<file path="src/shpd_pkg.sv">
package shpd_pkg;

    // Configuration register indexes
    localparam int CFG_IDX_W = 2;
    localparam logic [CFG_IDX_W-1:0] CFG_SYNC_FIRST  = 2'd0;
    localparam logic [CFG_IDX_W-1:0] CFG_SYNC_SECOND = 2'd1;
    localparam logic [CFG_IDX_W-1:0] CFG_MAX_LEN     = 2'd2;
    localparam logic [CFG_IDX_W-1:0] CFG_TIMEOUT     = 2'd3;
    localparam int CFG_DATA_W = 16;

    // Register reset values
    localparam logic [7:0]  SYNC_FIRST_RST  = 8'd85;
    localparam logic [7:0]  SYNC_SECOND_RST = 8'd170;
    localparam logic [8:0]  MAX_LEN_RST     = 9'd256;
    localparam logic [15:0] TIMEOUT_RST     = 16'd100;

    // Hard ceiling of the length field check
    localparam int LEN_CEIL = 511;

    // Queue depths
    localparam int CMD_DEPTH = 2;
    localparam int RES_DEPTH = 2;

    // Result event codes
    localparam logic [1:0] EV_PAYLOAD = 2'd0;
    localparam logic [1:0] EV_DONE    = 2'd1;
    localparam logic [1:0] EV_REJECT  = 2'd2;

    // Request after classification by the front end
    typedef struct packed {
        logic       is_tick;
        logic       match_first;
        logic       match_second;
        logic [7:0] data_byte;
    } cmd_t;

    // One result
    typedef struct packed {
        logic [1:0]  event_res;
        logic [7:0]  payload_byte;
        logic [7:0]  payload_index;
        logic [7:0]  pkt_version;
        logic [15:0] pkt_id;
        logic [15:0] pkt_seq;
        logic [15:0] pkt_len;
        logic [15:0] pkt_crc;
    } res_t;

endpackage

</file>
<file path="src/sync_header_packet_deframer_top.sv">
// A pushed request is stored in the command queue and parsed from there; its result, if any,
// is written into the result queue, whose head drives the result ports until it is popped.
// Throughput: one request (byte or tick) per cycle while the result queue has room;
// pop may stall independently thanks to the two-entry queues on each side.
// Reset: rst_n is asynchronous, active low; queues empty, parser waits for first sync,
// counters and header holds zero, registers at their documented defaults.
module sync_header_packet_deframer_top
    import shpd_pkg::*;
#(
    parameter int MAX_PAYLOAD = 256
)
(
    input  logic                  clk,
    input  logic                  rst_n,
    // request side
    input  logic                  push,
    output logic                  full,
    input  logic                  kind,
    input  logic [7:0]            data_byte,
    // result side
    output logic                  empty,
    input  logic                  pop,
    output logic [1:0]            event_res,
    output logic [7:0]            payload_byte,
    output logic [7:0]            payload_index,
    output logic [7:0]            pkt_version,
    output logic [15:0]           pkt_id,
    output logic [15:0]           pkt_seq,
    output logic [15:0]           pkt_len,
    output logic [15:0]           pkt_crc,
    // configuration
    input  logic                  cfg_we,
    input  logic [CFG_IDX_W-1:0]  cfg_index,
    input  logic [CFG_DATA_W-1:0] cfg_wdata
);

    // config registers
    logic [7:0]  sync_first_reg;
    logic [7:0]  sync_second_reg;
    logic [8:0]  max_len_reg;
    logic [15:0] timeout_reg;

    // front -> parser
    logic cmd_valid;
    cmd_t cmd;
    logic cmd_take;

    // parser -> result queue
    logic res_push;
    res_t res_in;
    logic res_full;
    res_t res_out;

    always_ff @(posedge clk or negedge rst_n)
    begin
        if (!rst_n)
        begin
            sync_first_reg  <= SYNC_FIRST_RST;
            sync_second_reg <= SYNC_SECOND_RST;
            max_len_reg     <= MAX_LEN_RST;
            timeout_reg     <= TIMEOUT_RST;
        end
        else if (cfg_we)
        begin
            case (cfg_index)
                CFG_SYNC_FIRST:  sync_first_reg  <= cfg_wdata[7:0];
                CFG_SYNC_SECOND: sync_second_reg <= cfg_wdata[7:0];
                CFG_MAX_LEN:     max_len_reg     <= cfg_wdata[8:0];
                CFG_TIMEOUT:     timeout_reg     <= cfg_wdata[15:0];
                default:         ;
            endcase
        end
    end

    // Front end: tags each request as tick or byte, precomputes sync matches and queues it.
    shpd_front u_front (
        .clk         (clk),
        .rst_n       (rst_n),
        .push        (push),
        .full        (full),
        .kind        (kind),
        .data_byte   (data_byte),
        .sync_first  (sync_first_reg),
        .sync_second (sync_second_reg),
        .cmd_valid   (cmd_valid),
        .cmd         (cmd),
        .cmd_take    (cmd_take)
    );

    // Back end: header/payload/CRC phase machine, idle timer, payload counter.
    shpd_parse #(
        .MAX_PAYLOAD (MAX_PAYLOAD)
    ) u_parse (
        .clk        (clk),
        .rst_n      (rst_n),
        .cmd_valid  (cmd_valid),
        .cmd        (cmd),
        .cmd_take   (cmd_take),
        .res_full   (res_full),
        .res_push   (res_push),
        .res        (res_in),
        .max_len    (max_len_reg),
        .timeout_ms (timeout_reg)
    );

    // Result queue decouples the consumer from the parser.
    shpd_resq u_resq (
        .clk     (clk),
        .rst_n   (rst_n),
        .wr_en   (res_push),
        .wr_data (res_in),
        .q_full  (res_full),
        .empty   (empty),
        .pop     (pop),
        .rd_data (res_out)
    );

    assign event_res     = res_out.event_res;
    assign payload_byte  = res_out.payload_byte;
    assign payload_index = res_out.payload_index;
    assign pkt_version   = res_out.pkt_version;
    assign pkt_id        = res_out.pkt_id;
    assign pkt_seq       = res_out.pkt_seq;
    assign pkt_len       = res_out.pkt_len;
    assign pkt_crc       = res_out.pkt_crc;

    a_ev_legal: assert property (@(posedge clk) disable iff (!rst_n)
        !empty |-> (event_res == EV_PAYLOAD || event_res == EV_DONE
                    || event_res == EV_REJECT))
        else $error("illegal event code at the result ports");

    a_pay_fields: assert property (@(posedge clk) disable iff (!rst_n)
        (!empty && event_res != EV_PAYLOAD) |-> (payload_byte == 8'd0 && payload_index == 8'd0))
        else $error("payload fields set on a non-payload event");

    a_crc_only_done: assert property (@(posedge clk) disable iff (!rst_n)
        (!empty && event_res != EV_DONE) |-> (pkt_crc == 16'd0))
        else $error("CRC field set on a non-completion event");

endmodule

</file>
<file path="src/shpd_front.sv">
module shpd_front
    import shpd_pkg::*;
(
    input  logic       clk,
    input  logic       rst_n,
    input  logic       push,
    output logic       full,
    input  logic       kind,
    input  logic [7:0] data_byte,
    input  logic [7:0] sync_first,
    input  logic [7:0] sync_second,
    output logic       cmd_valid,
    output cmd_t       cmd,
    input  logic       cmd_take
);

    localparam int PTR_W = (CMD_DEPTH > 1) ? $clog2(CMD_DEPTH) : 1;
    localparam int CNT_W = $clog2(CMD_DEPTH + 1);

    cmd_t             mem [CMD_DEPTH];
    logic [PTR_W-1:0] wr_ptr_reg, wr_ptr_next;
    logic [PTR_W-1:0] rd_ptr_reg, rd_ptr_next;
    logic [CNT_W-1:0] count_reg, count_next;
    cmd_t             cmd_in;
    logic             do_push;
    logic             do_pop;

    // classify: tick or byte, and sync byte matches
    always_comb
    begin
        cmd_in.is_tick      = kind;
        cmd_in.match_first  = (data_byte == sync_first);
        cmd_in.match_second = (data_byte == sync_second);
        cmd_in.data_byte    = data_byte;
    end

    assign full      = (count_reg == CNT_W'(CMD_DEPTH));
    assign cmd_valid = (count_reg != '0);
    assign cmd       = mem[rd_ptr_reg];
    assign do_push   = push && !full;
    assign do_pop    = cmd_take && cmd_valid;

    always_comb
    begin
        wr_ptr_next = wr_ptr_reg;
        rd_ptr_next = rd_ptr_reg;
        count_next  = count_reg;
        if (do_push)
        begin
            wr_ptr_next = (wr_ptr_reg == PTR_W'(CMD_DEPTH - 1)) ? '0 : wr_ptr_reg + 1'b1;
        end
        if (do_pop)
        begin
            rd_ptr_next = (rd_ptr_reg == PTR_W'(CMD_DEPTH - 1)) ? '0 : rd_ptr_reg + 1'b1;
        end
        if (do_push && !do_pop)
        begin
            count_next = count_reg + 1'b1;
        end
        else if (!do_push && do_pop)
        begin
            count_next = count_reg - 1'b1;
        end
    end

    always_ff @(posedge clk or negedge rst_n)
    begin
        if (!rst_n)
        begin
            wr_ptr_reg <= '0;
            rd_ptr_reg <= '0;
            count_reg  <= '0;
        end
        else
        begin
            wr_ptr_reg <= wr_ptr_next;
            rd_ptr_reg <= rd_ptr_next;
            count_reg  <= count_next;
        end
    end

    always_ff @(posedge clk)
    begin
        if (do_push)
        begin
            mem[wr_ptr_reg] <= cmd_in;
        end
    end

    a_cnt_bound: assert property (@(posedge clk) disable iff (!rst_n)
        count_reg <= CNT_W'(CMD_DEPTH))
        else $error("command queue over depth");

    a_cnt_track: assert property (@(posedge clk) disable iff (!rst_n)
        (do_push && !do_pop) |=> (count_reg == $past(count_reg) + 1'b1))
        else $error("command queue count lost a request");

endmodule

</file>
<file path="src/shpd_parse.sv">
module shpd_parse
    import shpd_pkg::*;
#(
    parameter int MAX_PAYLOAD = 256
)
(
    input  logic        clk,
    input  logic        rst_n,
    input  logic        cmd_valid,
    input  cmd_t        cmd,
    output logic        cmd_take,
    input  logic        res_full,
    output logic        res_push,
    output res_t        res,
    input  logic [8:0]  max_len,
    input  logic [15:0] timeout_ms
);

    localparam int MAX_LIM = (MAX_PAYLOAD < LEN_CEIL) ? MAX_PAYLOAD : LEN_CEIL;

    typedef enum logic [3:0] {
        PH_SYNC1  = 4'd0,
        PH_SYNC2  = 4'd1,
        PH_VER    = 4'd2,
        PH_ID_LO  = 4'd3,
        PH_ID_HI  = 4'd4,
        PH_SEQ_LO = 4'd5,
        PH_SEQ_HI = 4'd6,
        PH_LEN_LO = 4'd7,
        PH_LEN_HI = 4'd8,
        PH_PAY    = 4'd9,
        PH_CRC_LO = 4'd10,
        PH_CRC_HI = 4'd11
    } phase_t;

    phase_t      phase_reg, phase_next, phase_eff;
    logic [15:0] idle_reg, idle_next;
    logic [8:0]  taken_reg, taken_next, taken_eff, taken_inc;
    logic [7:0]  version_reg, version_next;
    logic [15:0] id_reg, id_next;
    logic [15:0] seq_reg, seq_next;
    logic [15:0] len_reg, len_next;
    logic [7:0]  crc_lo_reg, crc_lo_next;
    logic [8:0]  len_lim;
    logic [15:0] len_word;
    logic        timed_out;
    logic        accepted;
    logic [7:0]  b;

    assign cmd_take  = cmd_valid && !res_full;
    assign b         = cmd.data_byte;
    assign len_lim   = (max_len < 9'(MAX_LIM)) ? max_len : 9'(MAX_LIM);
    assign len_word  = {b, len_reg[7:0]};
    assign timed_out = (idle_reg > timeout_ms);
    assign taken_inc = taken_eff + 1'b1;

    always_comb
    begin
        phase_eff    = timed_out ? PH_SYNC1 : phase_reg;
        taken_eff    = timed_out ? 9'd0 : taken_reg;
        phase_next   = phase_reg;
        taken_next   = taken_reg;
        idle_next    = idle_reg;
        version_next = version_reg;
        id_next      = id_reg;
        seq_next     = seq_reg;
        len_next     = len_reg;
        crc_lo_next  = crc_lo_reg;
        accepted     = 1'b1;
        res_push     = 1'b0;
        res          = '0;
        res.pkt_version = version_reg;
        res.pkt_id      = id_reg;
        res.pkt_seq     = seq_reg;
        res.pkt_len     = len_reg;

        if (cmd.is_tick)
        begin
            if (idle_reg != 16'hFFFF)
            begin
                idle_next = idle_reg + 1'b1;
            end
        end
        else
        begin
            phase_next = phase_eff;
            taken_next = taken_eff;
            case (phase_eff)
                PH_SYNC1:
                begin
                    if (cmd.match_first)
                    begin
                        phase_next = PH_SYNC2;
                    end
                    else
                    begin
                        accepted = 1'b0;
                    end
                end
                PH_SYNC2:
                begin
                    if (cmd.match_second)
                    begin
                        phase_next = PH_VER;
                    end
                    else
                    begin
                        accepted = 1'b0;
                    end
                end
                PH_VER:
                begin
                    version_next = b;
                    phase_next   = PH_ID_LO;
                end
                PH_ID_LO:
                begin
                    id_next    = {id_reg[15:8], b};
                    phase_next = PH_ID_HI;
                end
                PH_ID_HI:
                begin
                    id_next    = {b, id_reg[7:0]};
                    phase_next = PH_SEQ_LO;
                end
                PH_SEQ_LO:
                begin
                    seq_next   = {seq_reg[15:8], b};
                    phase_next = PH_SEQ_HI;
                end
                PH_SEQ_HI:
                begin
                    seq_next   = {b, seq_reg[7:0]};
                    phase_next = PH_LEN_LO;
                end
                PH_LEN_LO:
                begin
                    len_next   = {len_reg[15:8], b};
                    phase_next = PH_LEN_HI;
                end
                PH_LEN_HI:
                begin
                    len_next = len_word;
                    if (len_word > {7'd0, len_lim})
                    begin
                        // oversize length: report and resync
                        res_push      = 1'b1;
                        res.event_res = EV_REJECT;
                        res.pkt_len   = len_word;
                        phase_next    = PH_SYNC1;
                        taken_next    = 9'd0;
                    end
                    else
                    begin
                        phase_next = (len_word != 16'd0) ? PH_PAY : PH_CRC_LO;
                    end
                end
                PH_PAY:
                begin
                    res_push          = 1'b1;
                    res.event_res     = EV_PAYLOAD;
                    res.payload_byte  = b;
                    res.payload_index = taken_eff[7:0];
                    taken_next        = taken_inc;
                    if ({7'd0, taken_inc} >= len_reg)
                    begin
                        phase_next = PH_CRC_LO;
                    end
                end
                PH_CRC_LO:
                begin
                    crc_lo_next = b;
                    phase_next  = PH_CRC_HI;
                end
                PH_CRC_HI:
                begin
                    res_push      = 1'b1;
                    res.event_res = EV_DONE;
                    res.pkt_crc   = {b, crc_lo_reg};
                    phase_next    = PH_SYNC1;
                    taken_next    = 9'd0;
                end
                default:
                begin
                    accepted   = 1'b0;
                    phase_next = PH_SYNC1;
                end
            endcase
            if (accepted)
            begin
                idle_next = 16'd0;
            end
        end
        res_push = res_push && cmd_take;
    end

    always_ff @(posedge clk or negedge rst_n)
    begin
        if (!rst_n)
        begin
            phase_reg   <= PH_SYNC1;
            idle_reg    <= '0;
            taken_reg   <= '0;
            version_reg <= '0;
            id_reg      <= '0;
            seq_reg     <= '0;
            len_reg     <= '0;
            crc_lo_reg  <= '0;
        end
        else if (cmd_take)
        begin
            phase_reg   <= phase_next;
            idle_reg    <= idle_next;
            taken_reg   <= taken_next;
            version_reg <= version_next;
            id_reg      <= id_next;
            seq_reg     <= seq_next;
            len_reg     <= len_next;
            crc_lo_reg  <= crc_lo_next;
        end
    end

    a_pay_in_range: assert property (@(posedge clk) disable iff (!rst_n)
        (phase_reg == PH_PAY) |-> ({7'd0, taken_reg} < len_reg))
        else $error("payload count reached length without leaving payload phase");

    a_push_space: assert property (@(posedge clk) disable iff (!rst_n)
        res_push |-> !res_full)
        else $error("result written into a full queue");

    a_tick_sat: assert property (@(posedge clk) disable iff (!rst_n)
        (cmd_take && cmd.is_tick) |=> (idle_reg >= $past(idle_reg)))
        else $error("idle counter wrapped on a tick");

endmodule

</file>
<file path="src/shpd_resq.sv">
module shpd_resq
    import shpd_pkg::*;
(
    input  logic clk,
    input  logic rst_n,
    input  logic wr_en,
    input  res_t wr_data,
    output logic q_full,
    output logic empty,
    input  logic pop,
    output res_t rd_data
);

    localparam int PTR_W = (RES_DEPTH > 1) ? $clog2(RES_DEPTH) : 1;
    localparam int CNT_W = $clog2(RES_DEPTH + 1);

    res_t             mem [RES_DEPTH];
    logic [PTR_W-1:0] wr_ptr_reg, wr_ptr_next;
    logic [PTR_W-1:0] rd_ptr_reg, rd_ptr_next;
    logic [CNT_W-1:0] count_reg, count_next;
    logic             do_push;
    logic             do_pop;

    assign q_full  = (count_reg == CNT_W'(RES_DEPTH));
    assign empty   = (count_reg == '0);
    assign rd_data = mem[rd_ptr_reg];
    assign do_push = wr_en && !q_full;
    assign do_pop  = pop && !empty;

    always_comb
    begin
        wr_ptr_next = wr_ptr_reg;
        rd_ptr_next = rd_ptr_reg;
        count_next  = count_reg;
        if (do_push)
        begin
            wr_ptr_next = (wr_ptr_reg == PTR_W'(RES_DEPTH - 1)) ? '0 : wr_ptr_reg + 1'b1;
        end
        if (do_pop)
        begin
            rd_ptr_next = (rd_ptr_reg == PTR_W'(RES_DEPTH - 1)) ? '0 : rd_ptr_reg + 1'b1;
        end
        if (do_push && !do_pop)
        begin
            count_next = count_reg + 1'b1;
        end
        else if (!do_push && do_pop)
        begin
            count_next = count_reg - 1'b1;
        end
    end

    always_ff @(posedge clk or negedge rst_n)
    begin
        if (!rst_n)
        begin
            wr_ptr_reg <= '0;
            rd_ptr_reg <= '0;
            count_reg  <= '0;
        end
        else
        begin
            wr_ptr_reg <= wr_ptr_next;
            rd_ptr_reg <= rd_ptr_next;
            count_reg  <= count_next;
        end
    end

    always_ff @(posedge clk)
    begin
        if (do_push)
        begin
            mem[wr_ptr_reg] <= wr_data;
        end
    end

    a_cnt_bound: assert property (@(posedge clk) disable iff (!rst_n)
        count_reg <= CNT_W'(RES_DEPTH))
        else $error("result queue over depth");

    a_pop_drains: assert property (@(posedge clk) disable iff (!rst_n)
        (do_pop && !do_push) |=> (count_reg == $past(count_reg) - 1'b1))
        else $error("result queue count not reduced on pop");

endmodule
</file>
<file path="config.mk">
export PLATFORM = sky130hd
export DESIGN_NAME = sync_header_packet_deframer_top
export DESIGN_NICKNAME = d
export VERILOG_FILES = /design/src/shpd_pkg.sv /design/src/sync_header_packet_deframer_top.sv /design/src/shpd_front.sv /design/src/shpd_parse.sv /design/src/shpd_resq.sv
export SDC_FILE = /design/constraint.sdc
export NUM_CORES = 1
export LEC_CHECK = 0
export ABC_AREA = 1
export BUFFER_PORTS_ARGS = -buffer_cell sky130_fd_sc_hd__buf_2
export CORE_UTILIZATION = 60
export DETAILED_ROUTE_END_ITERATION = 6
export PLACE_DENSITY = 0.8
export SETUP_SLACK_MARGIN = 0.5
export SYNTH_ARGS = -nofsm -noshare
export SYNTH_HDL_FRONTEND = slang
export SYNTH_SLANG_ARGS = --single-unit
</file>
<file path="constraint.sdc">
create_clock -name clk -period 13.3 [get_ports clk]
set_input_delay 0.665 -clock clk [delete_from_list [all_inputs] [get_ports clk]]
set_output_delay 0.665 -clock clk [all_outputs]
set_load 0.01 [all_outputs]
</file>
==> results.sh, run 1 <==
export IMPL_fin_crit_ps=4922
export IMPL_cp_required_ps=13420
export IMPL_ir_drop_mv=0.2210
export IMPL_drive_gt1_share_pct=15.90
export IMPL_fin_area_sq_um=17270
export IMPL_setup_ws_ps=8378
export IMPL_crit_type="register to register"
export IMPL_pre_cts_ws_ps=8468
export IMPL_clockPowerShare_pct=26.6
export IMPL_synth_edff_count=202
export IMPL_rr_startpoint="u_front.rd_ptr_reg"
export IMPL_postRouteAntennaNets=0
export IMPL_cts_resized=0
export IMPL_finalClockSkew_ps=19.06
export IMPL_synthFlopType="edfxtp_1"
export IMPL_stdcell_count=1997
export IMPL_yosys_register_bits=344
export IMPL_p_int_w=0.002253
export IMPL_post_cts_buffers=0
export IMPL_reg_top3="u_resq.mem: 180 flops, u_front.mem: 22 flops"
export IMPL_end_kind="register"
export IMPL_total_power_w=0.003586
export IMPL_cts_buffer_depth=3
export IMPL_cts_buffers_inserted=34
export IMPL_leakage_nw=7.688
export IMPL_ys_types=50
export IMPL_ios=124
export IMPL_dp_hpwl_mm=21.18
export IMPL_start_kind="register"
export IMPL_clk_latency_ps=520
export IMPL_drv_cap=0
export IMPL_cts_hold_buf=0
export IMPL_grt_start_max_net_pins=104
export IMPL_row_count=58
export IMPL_slew_headroom_pct=30.29
export IMPL_ys_async_sr_fraction_pct=41.28
export IMPL_dieArea_sq_um=26150
export IMPL_top_register="u_resq.mem"
export IMPL_n_antenna_cell=0
export IMPL_via_per_inst=5.444
export IMPL_outcome="finished clean"
export IMPL_hold_path_class="input pin to asynchronous set/reset pin"
export IMPL_power_switching_w=0.001333
export IMPL_io_buffer_count=123
export IMPL_largest_reg_flops=180
export IMPL_p_sw_share_pct=37.18
export IMPL_fp_coreArea_sq_um=25110
export IMPL_setup_viol=0
export IMPL_fin_crit_sh_pct=37.01
export IMPL_grt_pass1_wl_mm=52.92
export IMPL_worstMarginPinSlew_ps=1046
export IMPL_vias=10871
export IMPL_wl_per_cell_um=16.42
export IMPL_reg2reg_depth=13
export IMPL_synth_cells=1525
export IMPL_wirelength_mm=32.78
export IMPL_rsz0062_at_grt="false"
export IMPL_fmax_mhz=203.2
export IMPL_sequentialPowerShare_pct=40.4
export IMPL_first_iter_violations=885
export IMPL_syn_to_final_growth_pct=12.84
export IMPL_placed_cell_area_sq_um=16170
export IMPL_drc_errors=0
export IMPL_syn_area_sq_um=15300
export IMPL_reg2reg_to="u_resq.mem[1][21]"
export IMPL_yosysWarnings=0
export IMPL_synth_nets=1595
export IMPL_first_pass_iters=6
export IMPL_root_buffer="clkbuf_16"
export IMPL_die_y_um=161.7
export IMPL_clkTransAtPathRegs_ps=60
export IMPL_drv_slew=0
export IMPL_hold_viol_final=0
export IMPL_placedCellCount=1936
export IMPL_grt_pass1_vias=10556
export IMPL_gp_congestion=0.8872
export IMPL_cp_arrival_ps=5040
export IMPL_final_nets=1712
export IMPL_initial_utilization_pct=60.95
export IMPL_power_density_nw_per_um2=207.7
export IMPL_grt_overflow=0
export IMPL_antenna_found_initial=0
export IMPL_avgSynthCellArea_sq_um=10.04
export IMPL_cp_max_fo=76
export IMPL_cts_sink_count=344
export IMPL_track_usage_pct=25.87
export IMPL_htreeDepth=2
export IMPL_power_frac_comb_pct=33.0
export IMPL_r2r_setup_slack_ps=8380
export IMPL_die_width_um=161.7
export IMPL_synth_yosys_seq_area_share_pct=62.95
export IMPL_cts_tree="yes"
export IMPL_fin_tns_setup_ps=0
-- cells by family after synthesis --
| group | Yosys count | share of synthesized area, % |
|---|---|---|
| AND/OR/NAND/NOR | 769 | 21.57 |
| flip-flops | 344 | 62.95 |
| AO/OA/AOI/OAI | 175 | 6.279 |
| buffers and inverters | 173 | 4.611 |
| adder cells (fa/ha/maj) | 38 | 3.107 |
| XOR/XNOR | 26 | 1.488 |
-- area by class of cell --
cell class / instances / area [sq um]
sequential: 344 / 9635
clock buffer: 50 / 962.2
fill: 1853 / 7840
multi-input combinational: 1008 / 4980
clock inverter: 11 / 138.9
inverter: 124 / 465.4
timing repair buffer: 130 / 674.4
tap: 330 / 412.9
-- cells in the mapped netlist, types with 3 or more instances --
master | n | area [sq um]
o21ai_1 | 8 | 40.04
xnor2_1 | 15 | 131.4
o21a_1 | 6 | 45.04
a31oi_1 | 3 | 18.77
nand4_1 | 7 | 43.79
nor3_1 | 9 | 45.04
dfrtp_1 | 130 | 3253
dfstp_2 | 12 | 315.3
nand3_1 | 73 | 365.4
a21oi_1 | 37 | 185.2
xor2_1 | 11 | 96.34
buf_6 | 4 | 45.04
clkbuf_1 | 31 | 116.4
buf_2 | 5 | 25.02
nand3_2 | 12 | 120.1
buf_1 | 7 | 26.28
nor2_2 | 10 | 62.56
nor2_4 | 6 | 67.56
inv_1 | 109 | 409.1
nand2_2 | 14 | 87.58
nor2_1 | 109 | 409.1
nand2_4 | 4 | 45.04
o21ai_0 | 103 | 515.5
nor4_1 | 3 | 18.77
inv_2 | 13 | 48.80
nor3_2 | 3 | 30.03
ha_1 | 38 | 475.5
edfxtp_1 | 202 | 6066
nand2_1 | 508 | 1907
-- cell usage in the layout (no fill, tap or decap), types with 4 or more instances in the layout --
cell type,n
nor2_2,10
nor3_1,9
inv_2,13
xnor2_1,15
dfrtp_1,129
edfxtp_1,202
a21oi_1,37
ha_1,38
inv_1,109
nand2_1,508
nand2_4,4
nand3_1,73
nand3_2,12
o21ai_1,8
nor2_1,107
nor2_4,8
clkbuf_16,35
clkinv_2,4
o21ai_0,103
buf_2,122
dfstp_2,12
clkbuf_1,12
xor2_1,11
nand2_2,14
o21a_1,6
buf_4,7
nand4_1,7
-- critical path: stages, from the launching register on --
cell	delay, ps
dfrtp_1	700
inv_2	190
or2_2	320
o21ai_1	390
inv_1	280
ha_1	360
nand2_1	60
nor3_2	200
nand2_1	110
a21o_1	180
nand2_2	90
nand3_1	290
nor2_4	470
buf_4	850
-- worst max-delay path by stage --
stage | start | endpoint | slack [ps] | cells past startpoint
floorplan | u_front.rd_ptr_reg | u_resq.mem[0][0] | 6880 | 12
global placement | u_front.rd_ptr_reg | u_resq.mem[1][27] | 8630 | 13
detailed placement | u_front.rd_ptr_reg | u_resq.mem[1][27] | 8470 | 13
CTS | u_front.rd_ptr_reg | u_resq.mem[1][20] | 8450 | 13
global route | u_front.rd_ptr_reg | u_resq.mem[0][24] | 8110 | 13
finish | u_front.rd_ptr_reg | u_resq.mem[1][21] | 8380 | 13
-- routing by layer --
layer  vias to the layer above  GRT usage [%]  routed length [um]
met5                         -              0                   0
li1                       5268              -                   -
met3                        83          3.269                1986
met1                      5125          33.57               13410
met2                       395          44.81               16410
met4                         0          9.734                 972
-- through the flow --
stage	hold slack (ps)	util (%)
floorplan	369.4	-
global placement	445.0	64.39
detailed placement	454.3	64.39
CTS	323.7	68.78
global route	360.4	68.78
finish	234.4	68.78
-- power groups by stage --
stage                     Sequential [W]  Combinational [W]  Clock, W
after floorplan                  0.00142           0.000819         0
after global placement           0.00145            0.00114         0
after detailed placement         0.00146            0.00117         0
after CTS                        0.00145            0.00119  0.000965
after global routing             0.00147            0.00133   0.00101
final                            0.00145            0.00118  0.000952
Note: power is estimated with default switching activity, not from simulation.
==> run 2: changes to the inputs <==
Settings changed: CORE_UTILIZATION 60 to 54, PLACE_DENSITY 0.8 to 0.76.
Clock period 13.3 ns to 4.1 ns, I/O delays scaled along.
==> run 2 against run 1 <==
  * Core utilization fell by 3.7 points
  * Critical endpoint is now u_parse.phase_reg[0]
  * Flip-flop and latch count did not move
  * Largest power group unchanged
  * Critical path depth rose by 11
  * Worst hold slack got worse by 210 ps
  * Cell count rose by 5.2%
  * Largest cell class unchanged
  * Final area rose by 5.0%
  * Setup slack got worse by 8000 ps
==> results.sh, run 2 (synthesized netlist as in run 1, its figures left out) <==
export IMPL_n_antenna_cell=0
export IMPL_start_kind="register"
export IMPL_rr_startpoint="u_parse.idle_reg[11]"
export IMPL_hold_path_class="input pin to register"
export IMPL_drv_cap=0
export IMPL_drc_errors=0
export IMPL_first_iter_violations=849
export IMPL_reg2reg_depth=24
export IMPL_top_register="u_resq.mem"
export IMPL_fmax_mhz=270.5
export IMPL_row_count=61
export IMPL_final_nets=1762
export IMPL_reg_top3="u_resq.mem: 180 flops, u_front.mem: 22 flops"
export IMPL_first_pass_iters=6
export IMPL_io_buffer_count=123
export IMPL_hold_viol_final=0
export IMPL_vias=11192
export IMPL_initial_utilization_pct=54.94
export IMPL_wirelength_mm=34.29
export IMPL_reg2reg_to="u_parse.phase_reg[0]"
export IMPL_cp_required_ps=4510
export IMPL_outcome="finished clean"
export IMPL_syn_to_final_growth_pct=18.52
export IMPL_min_to="u_resq.rd_ptr_reg"
export IMPL_via_per_inst=5.330
export IMPL_ios=124
export IMPL_final_common_cell="nand2_1"
export IMPL_rsz0062_at_grt="true"
export IMPL_postRouteAntennaNets=0
export IMPL_grt_start_max_net_pins=94
export IMPL_utilization_pct=65.11
export IMPL_grt_pass1_vias=10975
export IMPL_fin_crit_ps=3697
export IMPL_setup_viol=0
export IMPL_clkTransAtPathRegs_ps=60
export IMPL_setup_ws_ps=403.4
export IMPL_crit_type="register to register"
export IMPL_cts_buffer_depth=3
export IMPL_slew_headroom_pct=26.85
export IMPL_worstMarginPinSlew_ps=1094
export IMPL_largest_reg_flops=180
export IMPL_clk_latency_ps=530
export IMPL_leakage_nw=8.002
export IMPL_fin_tns_setup_ps=0
export IMPL_end_kind="register"
export IMPL_whs_ps=21.69
export IMPL_layout_common_cells="nand2_1 (502), edfxtp_1 (202), dfrtp_1 (126)"
export IMPL_cp_max_fo=6
export IMPL_pre_cts_ws_ps=369.7
export IMPL_grt_pass1_wl_mm=54.47
export IMPL_drv_slew=0
export IMPL_wl_per_cell_um=16.33
export IMPL_die_width_um=170.4
export IMPL_hold_depth=3
export IMPL_cts_buffers_inserted=38
export IMPL_htreeDepth=2
export IMPL_root_buffer="clkbuf_16"
export IMPL_placed_cell_area_sq_um=16480
export IMPL_finalClockSkew_ps=21.04
export IMPL_min_from="pop"
export IMPL_r2r_setup_slack_ps=400
export IMPL_dieArea_sq_um=29020
export IMPL_cp_arrival_ps=4110
export IMPL_dp_hpwl_mm=22.17
export IMPL_antenna_found_initial=0
export IMPL_track_usage_pct=24.15
export IMPL_cts_sink_count=344
export IMPL_fin_crit_sh_pct=90.16
export IMPL_grt_overflow=0
export IMPL_die_y_um=170.4
export IMPL_ir_drop_mv=0.4144
export IMPL_gp_congestion=0.8968
export IMPL_drive_gt1_share_pct=19.22
export IMPL_power_density_nw_per_um2=665.0
export IMPL_fp_coreArea_sq_um=27860
export IMPL_cts_tree="yes"
export IMPL_fin_area_sq_um=18140
-- run 2: changes by cell type in the layout (fill, tap and decap cells not counted), sizes merged --
cell / change
clkinv: +1
clkbuf: +9
dlygate4sd3: +18
bufinv: -2
buf: +28
inv: +1
-- run 2: report_power, final --
group          leakage (nW)  internal, W  switching, W  total, W
sequential             3.51      0.00431      0.000390   0.00470
clock                 0.585      0.00193       0.00133   0.00326
combinational          3.91      0.00132       0.00278   0.00410
total                  8.00      0.00756       0.00450    0.0121
-- run 2: worst max-delay path, cell delays in order (launching register included) --
cell and delay [ps]:
dfrtp_2 430, ha_4 280, nand4_1 110, nor3_2 210, nand3_1 180, nand2_4 170, inv_6 70, nor2_2 220
nand2_1 90, nor2_1 140, nand3_1 120, and2_1 210, ha_1 310, nand2_2 90, nor2_4 100, nand2_1 70
o211ai_1 100, nand2_1 90, nand2_1 90, a31oi_2 50, buf_4 140, a21oi_1 120, nand3b_1 90, nand2_1 60
nand2_1 50
-- run 2: layout make-up --
class,count,area [sq um]
sequential,344,9639
fill,2094,9719
clock inverter,11,106.4
clock buffer,59,1102
multi-input combinational,1008,5200
timing repair buffer,176,1147
tap,378,473.0
inverter,124,470.5
-- run 2: worst max-delay path by stage --
stage | start | endpoint | depth (start not counted)
after floorplan | timeout_reg[2] | u_resq.mem[0][0] | 17
after global placement | timeout_reg[2] | u_parse.phase_reg[1] | 32
after detailed placement | timeout_reg[5] | u_parse.phase_reg[1] | 30
after CTS | timeout_reg[6] | u_parse.phase_reg[1] | 29
after global routing | u_parse.idle_reg[11] | u_parse.phase_reg[1] | 24
final | u_parse.idle_reg[11] | u_parse.phase_reg[0] | 24
-- run 2: through the flow --
step                      total power (W)  instances
after floorplan                  0.007301       1525
after global placement           0.008537       1999
after detailed placement         0.008680       1999
after CTS                         0.01200       2089
after global routing              0.01278       2100
final                             0.01206       2100
-- run 2: what timing repair did --
action,in CTS,in global routing
hold buffers,18,0
pin swaps,3,27
setup buffers,2,11
setup endpoints to repair,2,2
endpoints found under the hold margin,109,0
gates resized for setup,11,30
-- run 2: metal layers --
metal / global-route usage, % / wire (um) / up-vias
li1: - / - / 5363
met1: 30.73 / 14140 / 5369
met2: 41.70 / 17110 / 379
met3: 3.744 / 2059 / 81
met4: 9.166 / 983 / 0
met5: 0 / 0 / -
==> run 3: changes to the inputs <==
Settings changed: CELL_PAD_IN_SITES_DETAIL_PLACEMENT set to 1, CELL_PAD_IN_SITES_GLOBAL_PLACEMENT set to 1, CORE_UTILIZATION 54 to 43, PLACE_DENSITY 0.76 to not set, PLACE_DENSITY_LB_ADDON set to 0.1.
==> run 3 against run 2 <==
  * Core utilization down 12 points
  * Wire length up 17%
  * Die area up 25%
  * Setup slack better by 43 ps
==> results.sh, run 3 (synthesized netlist as in run 1, its figures left out) <==
export IMPL_drv_cap=0
export IMPL_cts_buffer_depth=3
export IMPL_cts_sink_count=344
export IMPL_die_y_um=190.7
export IMPL_hold_path_class="input pin to register"
export IMPL_reg_top3="u_resq.mem: 180 flops, u_front.mem: 22 flops"
export IMPL_fin_crit_ps=3654
export IMPL_crit_type="register to register"
export IMPL_die_width_um=190.7
export IMPL_first_iter_violations=507
export IMPL_gp_congestion=0.8064
export IMPL_via_per_inst=5.112
export IMPL_postRouteAntennaNets=0
export IMPL_first_pass_iters=5
export IMPL_ios=124
export IMPL_dieArea_sq_um=36350
export IMPL_n_antenna_cell=0
export IMPL_htreeDepth=2
export IMPL_worstMarginPinSlew_ps=999.4
export IMPL_cts_buffers_inserted=39
export IMPL_drive_gt1_share_pct=20.53
export IMPL_final_common_cell="nand2_1"
export IMPL_use_met1_pct=28.23
export IMPL_end_kind="register"
export IMPL_cp_max_fo=5
export IMPL_setup_ws_ps=445.9
export IMPL_cts_tree="yes"
export IMPL_grt_start_max_net_pins=84
export IMPL_start_kind="register"
export IMPL_pre_cts_ws_ps=345.2
export IMPL_rsz0062_at_grt="true"
export IMPL_top_register="u_resq.mem"
export IMPL_crit_slowest_cell="dfstp_2"
export IMPL_crit_path_max_incr_delay_ps=540
export IMPL_antenna_found_initial=0
export IMPL_initial_utilization_pct=43.98
export IMPL_hold_viol_final=0
export IMPL_root_buffer="clkbuf_16"
export IMPL_track_usage_pct=22.14
export IMPL_fp_coreArea_sq_um=34800
export IMPL_drv_slew=0
export IMPL_gr_usage_met2_pct=39.38
export IMPL_clk_latency_ps=530
export IMPL_cpMostUsedCell="nand2_1"
export IMPL_slew_headroom_pct=33.13
export IMPL_fin_tns_setup_ps=0
export IMPL_syn_to_final_growth_pct=21.02
export IMPL_fin_crit_sh_pct=89.12
export IMPL_final_nets=1773
export IMPL_fmax_mhz=273.7
export IMPL_setup_viol=0
export IMPL_leakage_nw=8.143
export IMPL_cp_arrival_ps=4060
export IMPL_total_power_w=0.01257
export IMPL_ir_drop_mv=0.3542
export IMPL_wirelength_mm=39.97
export IMPL_row_count=68
export IMPL_power_density_nw_per_um2=678.8
export IMPL_busiest_layer="met2"
export IMPL_layout_common_cells="nand2_1 (498), edfxtp_1 (202), dfrtp_1 (128)"
export IMPL_grt_pass1_wl_mm=62.26
export IMPL_clkTransAtPathRegs_ps=60
export IMPL_largest_reg_flops=180
export IMPL_grt_overflow=0
export IMPL_met3_usage_pct=2.963
export IMPL_outcome="finished clean"
export IMPL_cp_required_ps=4510
export IMPL_finalClockSkew_ps=14.78
export IMPL_drc_errors=0
export IMPL_wl_per_cell_um=18.26
export IMPL_grt_pass1_vias=11472
export IMPL_vias=11190
export IMPL_io_buffer_count=123
export IMPL_dp_hpwl_mm=26.39
-- run 3: cell count changes in the layout (fill, tap and decap cells not counted), moves of 4 or more --
cell,change
nor2_1,-4
nand2_1,-4
clkbuf_1,-5
clkinv_2,+4
buf_12,+5
-- run 3: worst max-delay path: cells and delay by family (launching register included) --
family	cells	cell delay (ps)
buffers and inverters	3	230
adders and majority gates	3	660
AOI/OAI and AO/OA	4	470
DFF	1	540
xor gates and xnor gates	1	160
and+or+nand+nor	18	1460
-- run 3: where the power goes --
part / leakage [nW] / internal [W] / switching [W] / total (W)
logic: 3.99 / 0.00138 / 0.00297 / 0.00435
registers: 3.52 / 0.00431 / 0.000420 / 0.00473
clock network: 0.637 / 0.00210 / 0.00140 / 0.00350
total: 8.14 / 0.00779 / 0.00479 / 0.0126
-- run 3: routing by layer --
| layer | wire, um | vias to the layer above |
|---|---|---|
| met2 | 20300 | 193 |
| met5 | 0 | - |
| met4 | 891 | 0 |
| met1 | 17430 | 5548 |
| met3 | 1345 | 60 |
| li1 | - | 5389 |
-- run 3: area by class of cell --
type                       instances  area [sq um]
fill                            3826         16280
sequential                       344          9637
multi-input combinational       1008          5254
timing repair buffer             186          1291
clock buffer                      58          1161
tap                              455         569.3
inverter                         124         475.5
clock inverter                    14         133.9
-- run 3: repair_timing --
item / CTS / global route
setup endpoints to repair: 2 / 173
hold endpoints to repair: 107 / 0
gates resized for setup: 18 / 41
gates cloned: 0 / 0
hold buffers: 19 / 0
pin swaps: 8 / 27
buffers inserted: 6 / 17
-- run 3: path summary, 6_finish.rpt --
kind                              startpoint              endpoint  slack [ps]  depth (start not counted)
setup / recovery              timeout_reg[5]  u_parse.phase_reg[1]         450                         29
hold / removal                  cfg_wdata[0]        max_len_reg[0]          20                          3
setup reg to reg              timeout_reg[5]  u_parse.phase_reg[1]         450                         29
hold reg to reg            u_parse.id_reg[9]     u_resq.mem[0][57]         470                          0
max in group asynchronous              rst_n    sync_second_reg[1]        2750                          3
min in group asynchronous              rst_n       timeout_reg[11]         300                          2
-- run 3: metrics by stage --
step,instance area [sq um],std cells,util [%],hold slack (ps)
3_3_place_gp,16590,2075,47.68,340.5
2_1_floorplan,15380,1525,-,-90.59
3_5_place_dp,16590,2075,47.68,340.1
4_1_cts,18180,2172,52.25,9.701
5_1_grt,18520,2189,53.23,26.42
6_report,18520,2189,53.23,18.97
